[src/rtl/phc_pkg.sv]
// Package for the PID heater controller: field widths, register indexes and constants.
package phc_pkg;

	localparam int TEMP_W     = 16;
	localparam int ERR_W      = TEMP_W + 1;
	localparam int DIFF_W     = ERR_W + 1;
	localparam int GAIN_W     = 16;
	localparam int LIMIT_W    = 31;
	localparam int DRIVE_W    = 15;
	localparam int CFG_IDX_W  = 2;
	localparam int CFG_DATA_W = 31;

	localparam int SUM_WIDTH_DEF      = 32;
	localparam int GAIN_FRAC_BITS_DEF = 8;

	localparam logic [DRIVE_W-1:0] DRIVE_FULL = 15'd25600;

	typedef enum logic [CFG_IDX_W-1:0] {
		REG_PROP_GAIN  = 2'd0,
		REG_INTEG_GAIN = 2'd1,
		REG_DERIV_GAIN = 2'd2,
		REG_SUM_LIMIT  = 2'd3
	} reg_idx_t;

	// Stage-load enables handed to the pipeline stages
	typedef struct packed {
		logic s2;
		logic s3;
		logic s4;
	} stage_en_t;

endpackage

[src/rtl/phc_integ.sv]
// Error, derivative difference and saturating error sum (stage 2 and controller state).
module phc_integ import phc_pkg::*; #(
	parameter int SUM_WIDTH = SUM_WIDTH_DEF
) (
	input  logic                        clk,
	input  logic                        arst_n,
	input  logic                        en,
	input  logic signed [TEMP_W-1:0]    setpoint_s1,
	input  logic signed [TEMP_W-1:0]    measured_s1,
	input  logic        [LIMIT_W-1:0]   sum_limit,
	output logic signed [ERR_W-1:0]     err_s2,
	output logic signed [DIFF_W-1:0]    diff_s2,
	output logic signed [SUM_WIDTH-1:0] sum_s2,
	output logic                        slim_s2
);

	localparam int AW = ((SUM_WIDTH > LIMIT_W + 1) ? SUM_WIDTH : LIMIT_W + 1) + 1;
	localparam logic signed [AW-1:0] CAP =
		{{(AW - SUM_WIDTH + 1){1'b0}}, {(SUM_WIDTH - 1){1'b1}}};

	logic signed [SUM_WIDTH-1:0] error_sum_q;
	logic signed [ERR_W-1:0]     prev_err_q;

	logic signed [ERR_W-1:0]  err;
	logic signed [DIFF_W-1:0] diff;
	logic signed [AW-1:0]     lim_ext;
	logic signed [AW-1:0]     bound;
	logic signed [AW-1:0]     raw;
	logic signed [AW-1:0]     sat;
	logic                     slim;

	always_comb begin
		err     = $signed({setpoint_s1[TEMP_W-1], setpoint_s1})
			- $signed({measured_s1[TEMP_W-1], measured_s1});
		diff    = $signed({err[ERR_W-1], err}) - $signed({prev_err_q[ERR_W-1], prev_err_q});
		lim_ext = $signed({{(AW - LIMIT_W){1'b0}}, sum_limit});
		bound   = (lim_ext > CAP) ? CAP : lim_ext;
		raw     = $signed({{(AW - SUM_WIDTH){error_sum_q[SUM_WIDTH-1]}}, error_sum_q})
			+ $signed({{(AW - ERR_W){err[ERR_W-1]}}, err});
		if (raw > bound) begin
			sat  = bound;
			slim = 1'b1;
		end else if (raw < -bound) begin
			sat  = -bound;
			slim = 1'b1;
		end else begin
			sat  = raw;
			slim = 1'b0;
		end
	end

	always_ff @(posedge clk or negedge arst_n) begin
		if (!arst_n) begin
			error_sum_q <= '0;
			prev_err_q  <= '0;
		end else if (en) begin
			error_sum_q <= sat[SUM_WIDTH-1:0];
			prev_err_q  <= err;
		end
	end

	always_ff @(posedge clk) begin
		if (en) begin
			err_s2  <= err;
			diff_s2 <= diff;
			sum_s2  <= sat[SUM_WIDTH-1:0];
			slim_s2 <= slim;
		end
	end

endmodule

[src/rtl/phc_mult.sv]
// Gain multipliers for the three terms (stage 3).
module phc_mult import phc_pkg::*; #(
	parameter int SUM_WIDTH = SUM_WIDTH_DEF
) (
	input  logic                               clk,
	input  logic                               en,
	input  logic        [GAIN_W-1:0]           prop_gain,
	input  logic        [GAIN_W-1:0]           integ_gain,
	input  logic        [GAIN_W-1:0]           deriv_gain,
	input  logic signed [ERR_W-1:0]            err_s2,
	input  logic signed [DIFF_W-1:0]           diff_s2,
	input  logic signed [SUM_WIDTH-1:0]        sum_s2,
	input  logic                               slim_s2,
	output logic signed [GAIN_W+ERR_W:0]       p_s3,
	output logic signed [GAIN_W+SUM_WIDTH:0]   i_s3,
	output logic signed [GAIN_W+DIFF_W:0]      d_s3,
	output logic                               slim_s3
);

	logic signed [GAIN_W+ERR_W:0]     p;
	logic signed [GAIN_W+SUM_WIDTH:0] i;
	logic signed [GAIN_W+DIFF_W:0]    d;

	always_comb begin
		p = $signed({1'b0, prop_gain}) * err_s2;
		i = $signed({1'b0, integ_gain}) * sum_s2;
		d = $signed({1'b0, deriv_gain}) * diff_s2;
	end

	always_ff @(posedge clk) begin
		if (en) begin
			p_s3    <= p;
			i_s3    <= i;
			d_s3    <= d;
			slim_s3 <= slim_s2;
		end
	end

endmodule

[src/rtl/phc_mix.sv]
// Term scaling, summation and drive clamp (stage 4, result register).
module phc_mix import phc_pkg::*; #(
	parameter int SUM_WIDTH      = SUM_WIDTH_DEF,
	parameter int GAIN_FRAC_BITS = GAIN_FRAC_BITS_DEF
) (
	input  logic                             clk,
	input  logic                             en,
	input  logic signed [GAIN_W+ERR_W:0]     p_s3,
	input  logic signed [GAIN_W+SUM_WIDTH:0] i_s3,
	input  logic signed [GAIN_W+DIFF_W:0]    d_s3,
	input  logic                             slim_s3,
	output logic        [DRIVE_W-1:0]        drive_s4,
	output logic                             slim_s4,
	output logic                             dlim_s4
);

	localparam int PW = GAIN_W + ERR_W + 1;
	localparam int IW = GAIN_W + SUM_WIDTH + 1;
	localparam int DW = GAIN_W + DIFF_W + 1;
	localparam int TW = IW + 2;

	logic signed [TW-1:0] p_t;
	logic signed [TW-1:0] i_t;
	logic signed [TW-1:0] d_t;
	logic signed [TW-1:0] total;
	logic signed [TW-1:0] full;
	logic [DRIVE_W-1:0]   drive;
	logic                 dlim;

	always_comb begin
		p_t   = $signed({{(TW - PW){p_s3[PW-1]}}, p_s3}) >>> GAIN_FRAC_BITS;
		i_t   = $signed({{(TW - IW){i_s3[IW-1]}}, i_s3}) >>> GAIN_FRAC_BITS;
		d_t   = $signed({{(TW - DW){d_s3[DW-1]}}, d_s3}) >>> GAIN_FRAC_BITS;
		total = p_t + i_t + d_t;
		full  = $signed({{(TW - DRIVE_W){1'b0}}, DRIVE_FULL});
		if (total > full) begin
			drive = DRIVE_FULL;
			dlim  = 1'b1;
		end else if (total < 0) begin
			drive = '0;
			dlim  = 1'b1;
		end else begin
			drive = total[DRIVE_W-1:0];
			dlim  = 1'b0;
		end
	end

	always_ff @(posedge clk) begin
		if (en) begin
			drive_s4 <= drive;
			slim_s4  <= slim_s3;
			dlim_s4  <= dlim;
		end
	end

endmodule

[src/rtl/pid_heater_controller.sv]
// Top level of the PID heater controller: config registers, input register, pipeline control.
//
// Channel   Handshake            Payload
// in        in_valid/in_ready    setpoint, measured
// out       out_valid/out_ready  drive, sum_limited, drive_limited
// cfg       cfg_we               cfg_index, cfg_data
//
// One transaction per cycle sustained while out_ready stays high; a result is valid once it has
// passed the input register and the stage 2, stage 3 and stage 4 registers.
// The error-sum update (one add and bound compare in stage 2) sets the item rate.
// Reset clears the error sum, previous error, gains, bound and all valid bits.
// A stalled output holds its stage; earlier stages keep filling until full.
module pid_heater_controller import phc_pkg::*; #(
	parameter int SUM_WIDTH      = SUM_WIDTH_DEF,
	parameter int GAIN_FRAC_BITS = GAIN_FRAC_BITS_DEF
) (
	input  logic                     clk,
	input  logic                     arst_n,
	input  logic                     in_valid,
	output logic                     in_ready,
	input  logic signed [TEMP_W-1:0] setpoint,
	input  logic signed [TEMP_W-1:0] measured,
	output logic                     out_valid,
	input  logic                     out_ready,
	output logic [DRIVE_W-1:0]       drive,
	output logic                     sum_limited,
	output logic                     drive_limited,
	input  logic                     cfg_we,
	input  logic [CFG_IDX_W-1:0]     cfg_index,
	input  logic [CFG_DATA_W-1:0]    cfg_data
);

	logic [GAIN_W-1:0]  prop_gain_q;
	logic [GAIN_W-1:0]  integ_gain_q;
	logic [GAIN_W-1:0]  deriv_gain_q;
	logic [LIMIT_W-1:0] sum_limit_q;

	logic signed [TEMP_W-1:0] setpoint_s1;
	logic signed [TEMP_W-1:0] measured_s1;
	logic v1_q, v2_q, v3_q, v4_q;
	logic ld1, ld2, ld3, ld4;
	stage_en_t en;

	logic signed [ERR_W-1:0]            err_s2;
	logic signed [DIFF_W-1:0]           diff_s2;
	logic signed [SUM_WIDTH-1:0]        sum_s2;
	logic                               slim_s2;
	logic signed [GAIN_W+ERR_W:0]       p_s3;
	logic signed [GAIN_W+SUM_WIDTH:0]   i_s3;
	logic signed [GAIN_W+DIFF_W:0]      d_s3;
	logic                               slim_s3;

	always_ff @(posedge clk or negedge arst_n) begin
		if (!arst_n) begin
			prop_gain_q  <= '0;
			integ_gain_q <= '0;
			deriv_gain_q <= '0;
			sum_limit_q  <= '0;
		end else if (cfg_we) begin
			case (reg_idx_t'(cfg_index))
				REG_PROP_GAIN:  prop_gain_q  <= cfg_data[GAIN_W-1:0];
				REG_INTEG_GAIN: integ_gain_q <= cfg_data[GAIN_W-1:0];
				REG_DERIV_GAIN: deriv_gain_q <= cfg_data[GAIN_W-1:0];
				REG_SUM_LIMIT:  sum_limit_q  <= cfg_data[LIMIT_W-1:0];
				default: ;
			endcase
		end
	end

	always_comb begin
		ld4      = !v4_q || out_ready;
		ld3      = !v3_q || ld4;
		ld2      = !v2_q || ld3;
		ld1      = !v1_q || ld2;
		in_ready = ld1;
		en.s2    = v1_q && ld2;
		en.s3    = v2_q && ld3;
		en.s4    = v3_q && ld4;
	end

	always_ff @(posedge clk or negedge arst_n) begin
		if (!arst_n) begin
			v1_q <= 1'b0;
			v2_q <= 1'b0;
			v3_q <= 1'b0;
			v4_q <= 1'b0;
		end else begin
			if (ld1) v1_q <= in_valid;
			if (ld2) v2_q <= v1_q;
			if (ld3) v3_q <= v2_q;
			if (ld4) v4_q <= v3_q;
		end
	end

	always_ff @(posedge clk) begin
		if (in_valid && ld1) begin
			setpoint_s1 <= setpoint;
			measured_s1 <= measured;
		end
	end

	phc_integ #(
		.SUM_WIDTH(SUM_WIDTH)
	) u_integ (
		.clk        (clk),
		.arst_n     (arst_n),
		.en         (en.s2),
		.setpoint_s1(setpoint_s1),
		.measured_s1(measured_s1),
		.sum_limit  (sum_limit_q),
		.err_s2     (err_s2),
		.diff_s2    (diff_s2),
		.sum_s2     (sum_s2),
		.slim_s2    (slim_s2)
	);

	phc_mult #(
		.SUM_WIDTH(SUM_WIDTH)
	) u_mult (
		.clk       (clk),
		.en        (en.s3),
		.prop_gain (prop_gain_q),
		.integ_gain(integ_gain_q),
		.deriv_gain(deriv_gain_q),
		.err_s2    (err_s2),
		.diff_s2   (diff_s2),
		.sum_s2    (sum_s2),
		.slim_s2   (slim_s2),
		.p_s3      (p_s3),
		.i_s3      (i_s3),
		.d_s3      (d_s3),
		.slim_s3   (slim_s3)
	);

	phc_mix #(
		.SUM_WIDTH     (SUM_WIDTH),
		.GAIN_FRAC_BITS(GAIN_FRAC_BITS)
	) u_mix (
		.clk     (clk),
		.en      (en.s4),
		.p_s3    (p_s3),
		.i_s3    (i_s3),
		.d_s3    (d_s3),
		.slim_s3 (slim_s3),
		.drive_s4(drive),
		.slim_s4 (sum_limited),
		.dlim_s4 (drive_limited)
	);

	assign out_valid = v4_q;

	a_drive_range: assert property (@(posedge clk) disable iff (!arst_n)
		out_valid |-> drive <= DRIVE_FULL)
		else $error("drive above full scale");

	a_clamp_edge: assert property (@(posedge clk) disable iff (!arst_n)
		out_valid && drive_limited |-> (drive == '0 || drive == DRIVE_FULL))
		else $error("clamped drive not at a rail");

	a_full_stall: assert property (@(posedge clk) disable iff (!arst_n)
		!in_ready |-> (v1_q && v2_q && v3_q && v4_q && !out_ready))
		else $error("input stalled with room in the pipeline");

	a_drain: assert property (@(posedge clk) disable iff (!arst_n)
		out_valid && out_ready && !v3_q |=> !out_valid)
		else $error("result repeated after transaction");

endmodule

[config.mk]
export PLATFORM = sky130hd
export DESIGN_NAME = pid_heater_controller
export DESIGN_NICKNAME = d
export VERILOG_FILES = /design/src/rtl/phc_pkg.sv /design/src/rtl/phc_integ.sv /design/src/rtl/phc_mult.sv /design/src/rtl/phc_mix.sv /design/src/rtl/pid_heater_controller.sv
export SDC_FILE = /design/constraint.sdc
export NUM_CORES = 2
export LEC_CHECK = 0
export ABC_AREA = 1
export BUFFER_PORTS_ARGS = -buffer_cell sky130_fd_sc_hd__buf_2
export CAP_MARGIN = 20
export CORE_ASPECT_RATIO = 0.5
export CORE_MARGIN = 5
export CORE_UTILIZATION = 40
export CTS_BUF_LIST = sky130_fd_sc_hd__clkbuf_4
export CTS_CLUSTER_SIZE = 25
export DETAILED_ROUTE_END_ITERATION = 8
export PLACE_DENSITY = 0.61
export RECOVER_POWER = 100
export SETUP_SLACK_MARGIN = 0.3
export SYNTH_ARGS = -nofsm -noshare
export SYNTH_HDL_FRONTEND = slang
export SYNTH_SLANG_ARGS = --single-unit
[constraint.sdc]
create_clock -name clk -period 11.69 [get_ports clk]
set_clock_uncertainty 0.05 [all_clocks]
set_input_delay 1.7535 -clock clk [delete_from_list [all_inputs] [get_ports clk]]
set_output_delay 1.7535 -clock clk [all_outputs]
set_load 0.005 [all_outputs]
==> results.md <==
* Run status: finished, violations left
* Violated checks: capacitance limit, slew limit
* Worst hold path startpoint: u_mult.slim_s3
* Kind of critical path: in2reg
* Synthesized area per cell at 8.23 um^2
* RSZ-0062 raised after global routing: false
* Cell count after synthesis at about 7300
* EDFF count, synth at ~210
* Post-synth cell types at 61
* Post-Synth XOR/XNOR Area at 0.0325
* Crit path DAT at roughly 9 ns
* Max Fanout on Critical Path at between 70 and 80
* Root Driver: clkbuf_4
* Synth warn at 0
* DRC at 0
* Clock latency on the worst-skew pair at between 1 and 1.5 ns
* Actual slew at the worst max-slew pin at approximately 4.8 ns
* Endpoints failing setup at 0
* Final period util at 0.760
* Final Max Tran Viols at approximately 520
* Initial antenna violation count at 11
* H-tree levels at 3
* Critical R2R Launch: setpoint_s1[0]
* CTS Buf Count at ~90
* Startpoint types: primary input
* Final Hold Viols at 0
* Clk sinks at between 300 and 400
* Setup_tns at 0 ns
* Fraction of layout cells with a size suffix above 1 at 0.0451
* Slew HR at -2.21
* Fin Hold WS at just under 0.4 ns
* Asr flop ratio synth at 0.384
* DP Wirelength at 137000 um
* Post-DRT Antenna Nets at 0
* Hold Path Stages at 0
* Synth Area in Simple Gates at 0.165
* Num rows at 100
* I/O pins at roughly 90
* Main combinational cell family by area after synthesis: adder cells
* Hold EP: u_mix.slim_s4
* Syn Nets at around 8900
* Worst-path clk slew at ~0.06 ns
* Starting Density at 0.403
* R2R setup slack at between 2 and 3 ns
* Die width at about 560 um
* GP Congestion at approximately 0.9
* Register area share after synthesis at 0.161
* Largest net degree at the start of global routing at 94
* Synthesized cell area at around 60000 um^2
* Max Clk Rate at approximately 110 MHz
* Post-synthesis compound-gate area fraction at 0.0575
* RR Endpoint: u_integ.sum_s2[0]
* CTS tree: done
* Gates resized, CTS repair at 0
* Tightest Hold Check Type: reg2reg
* DRT Pass-1 Iters at 6
* Aggregate global-route resource usage at 0.217
* Starting DRC count in detailed routing at ~3400
* GRT overflow at 0
* Vias in the first global route at 47055
* Final WL at 168000 um
* Fin cells at just over 9000
* Synthesis-to-layout area growth at 5.35%
* Max Root-Sink Buffers at 3
* Synth Area in Adders at 0.446
* Chip Height at roughly 280 um
* Core area at about 150000 um^2
* Setup Fix Bufs, Post-CTS at 0
* Final min period at between 8 and 9 ns
* Synth Register Bits at roughly 340
* Port bufs at roughly 90
* CP endpoint kind: register
* WL/cell at about 18 um
* Hold bufs inserted after CTS at 0
* Routed vias/inst at 4.94
* Die area at between 150000 and 200000 um^2
* Placed cell count at roughly 9100
* MaxCap Viol Count at 10
* Final nets at 8833
* Final core utilization at 0.425
* Vias at approximately 46000
* Multiplexer share of the synthesized area at 0
* Global-route wire length before repair at approximately 270000 um
* Reg2Reg Depth at 40
* Req. time, crit path at ~12 ns
* Ys flop type: edfxtp_1
[Yosys cell counts (8+ instances only)]
| cell type | instances | area [um^2] |
|---|---|---|
| nand2_1 | 1749 | 6570 |
| o31ai_1 | 10 | 75.1 |
| a21o_1 | 13 | 97.6 |
| o21a_1 | 20 | 150 |
| inv_1 | 1880 | 7060 |
| and2_1 | 31 | 194 |
| nand2_2 | 19 | 119 |
| nand3b_1 | 26 | 195 |
| a31oi_1 | 27 | 169 |
| clkbuf_1 | 270 | 1010 |
| dfrtp_1 | 132 | 3300 |
| nand3_1 | 181 | 906 |
| a21oi_1 | 265 | 1330 |
| a211oi_1 | 9 | 67.6 |
| edfxtp_1 | 212 | 6370 |
| o21ai_0 | 195 | 976 |
| o21ai_1 | 16 | 80.1 |
| xor2_1 | 156 | 1370 |
| buf_6 | 10 | 113 |
| ha_1 | 492 | 6160 |
| nor4_1 | 11 | 68.8 |
| o211ai_1 | 9 | 67.6 |
| buf_1 | 8 | 30.0 |
| o21bai_1 | 16 | 120 |
| nand4_1 | 40 | 250 |
| or2_2 | 15 | 93.8 |
| nor2_1 | 274 | 1030 |
| nor2_2 | 14 | 87.6 |
| nor3_1 | 30 | 150 |
| xnor2_1 | 63 | 552 |
| fa_1 | 1031 | 20600 |
[how the worst max path moves through the flow]
stage / slack (ns) / start / to
2_1_floorplan: 5.53 / prop_gain_q[10] / u_mult.p_s3[31]
3_3_place_gp: 4.20 / setpoint_s1[0] / u_integ.sum_s2[0]
3_5_place_dp: 4.11 / measured_s1[0] / u_integ.sum_s2[0]
4_1_cts: 4.07 / measured_s1[0] / u_integ.sum_s2[0]
5_1_grt: 1.89 / measured_s1[0] / u_integ.error_sum_q[17]
6_report: 2.81 / out_ready / u_integ.sum_s2[24]
[routing by layer]
layer	vias to the layer above	global-route usage	wire (um)
met5	-	0	40
met4	6	0.0542	4330
met3	254	0.0755	18400
met2	1636	0.306	68100
met1	22510	0.316	77500
li1	21582	-	-
[final cells by class]
type	instances	area (um^2)
fillers	14930	85700
multi-input cells	4773	42100
flip-flops and latches	344	9670
inverters	1889	7100
well taps	1989	2490
clock buffers	127	953
repair buffers	140	791
clock inverters	37	181
diodes	7	17.5
[cell usage in the layout (no fill, tap or decap), drive strengths merged, types with 2 or more instances in the layout]
cell type,count
nor4,13
and2,31
o21bai,17
o2111ai,4
o311ai,2
ha,492
a31oi,27
nand3b,26
o21a,20
o22ai,2
a21oi,270
clkinv,34
nor3,36
dfrtp,132
clkinvlp,3
inv,1889
o221ai,2
buf,104
edfxtp,212
and3,4
nand3,186
a21boi,8
diode,7
clkbuf,163
a21o,13
a211oi,9
nand2,1771
xnor2,63
or2,15
o21ai,214
o211ai,9
nand4,40
fa,1031
xor2,158
a221oi,2
nor2,291
o31ai,11
[state kept, by name, indices dropped and copies added, names as in the netlist, 17 cells and up]
register             count
u_integ.sum_s2          32
u_mult.i_s3             41
u_integ.err_s2          17
u_integ.diff_s2         18
u_integ.error_sum_q     32
u_mult.p_s3             26
u_mult.d_s3             27
u_integ.prev_err_q      17
sum_limit_q             31
[worst max-delay path, stage by stage]
cell	delay, ns
buf_2	0.09
nor2_1	0.14
inv_1	0.07
nor2_1	0.10
inv_1	0.07
nor2_1	0.10
inv_1	0.08
nand2_2	0.05
clkbuf_1	2.19
clkinvlp_2	2.51
clkbuf_1	1.71
[through the flow]
stage / instance area [um^2] / worst slack (ns)
6_report: 63300 / 2.81
3_3_place_gp: 62200 / 4.20
2_1_floorplan: 60100 / 5.53
4_1_cts: 63300 / 4.07
3_5_place_dp: 62200 / 4.11
5_1_grt: 63300 / 1.89
[logic make-up (layout without fill, tap and decap cells)]
family                     after synthesis  after routing
and+or+nand+nor                       2415           2415
buffers and inverters                 2184           2193
adders and majority gates             1523           1523
AOI/OAI and AO/OA                      614            614
DFF                                    344            344
xor gates and xnor gates               221            221
other                                    0              7
Power is not shown: default switching activity piles up to over one toggle a cycle in this logic, so the estimate is an artifact.
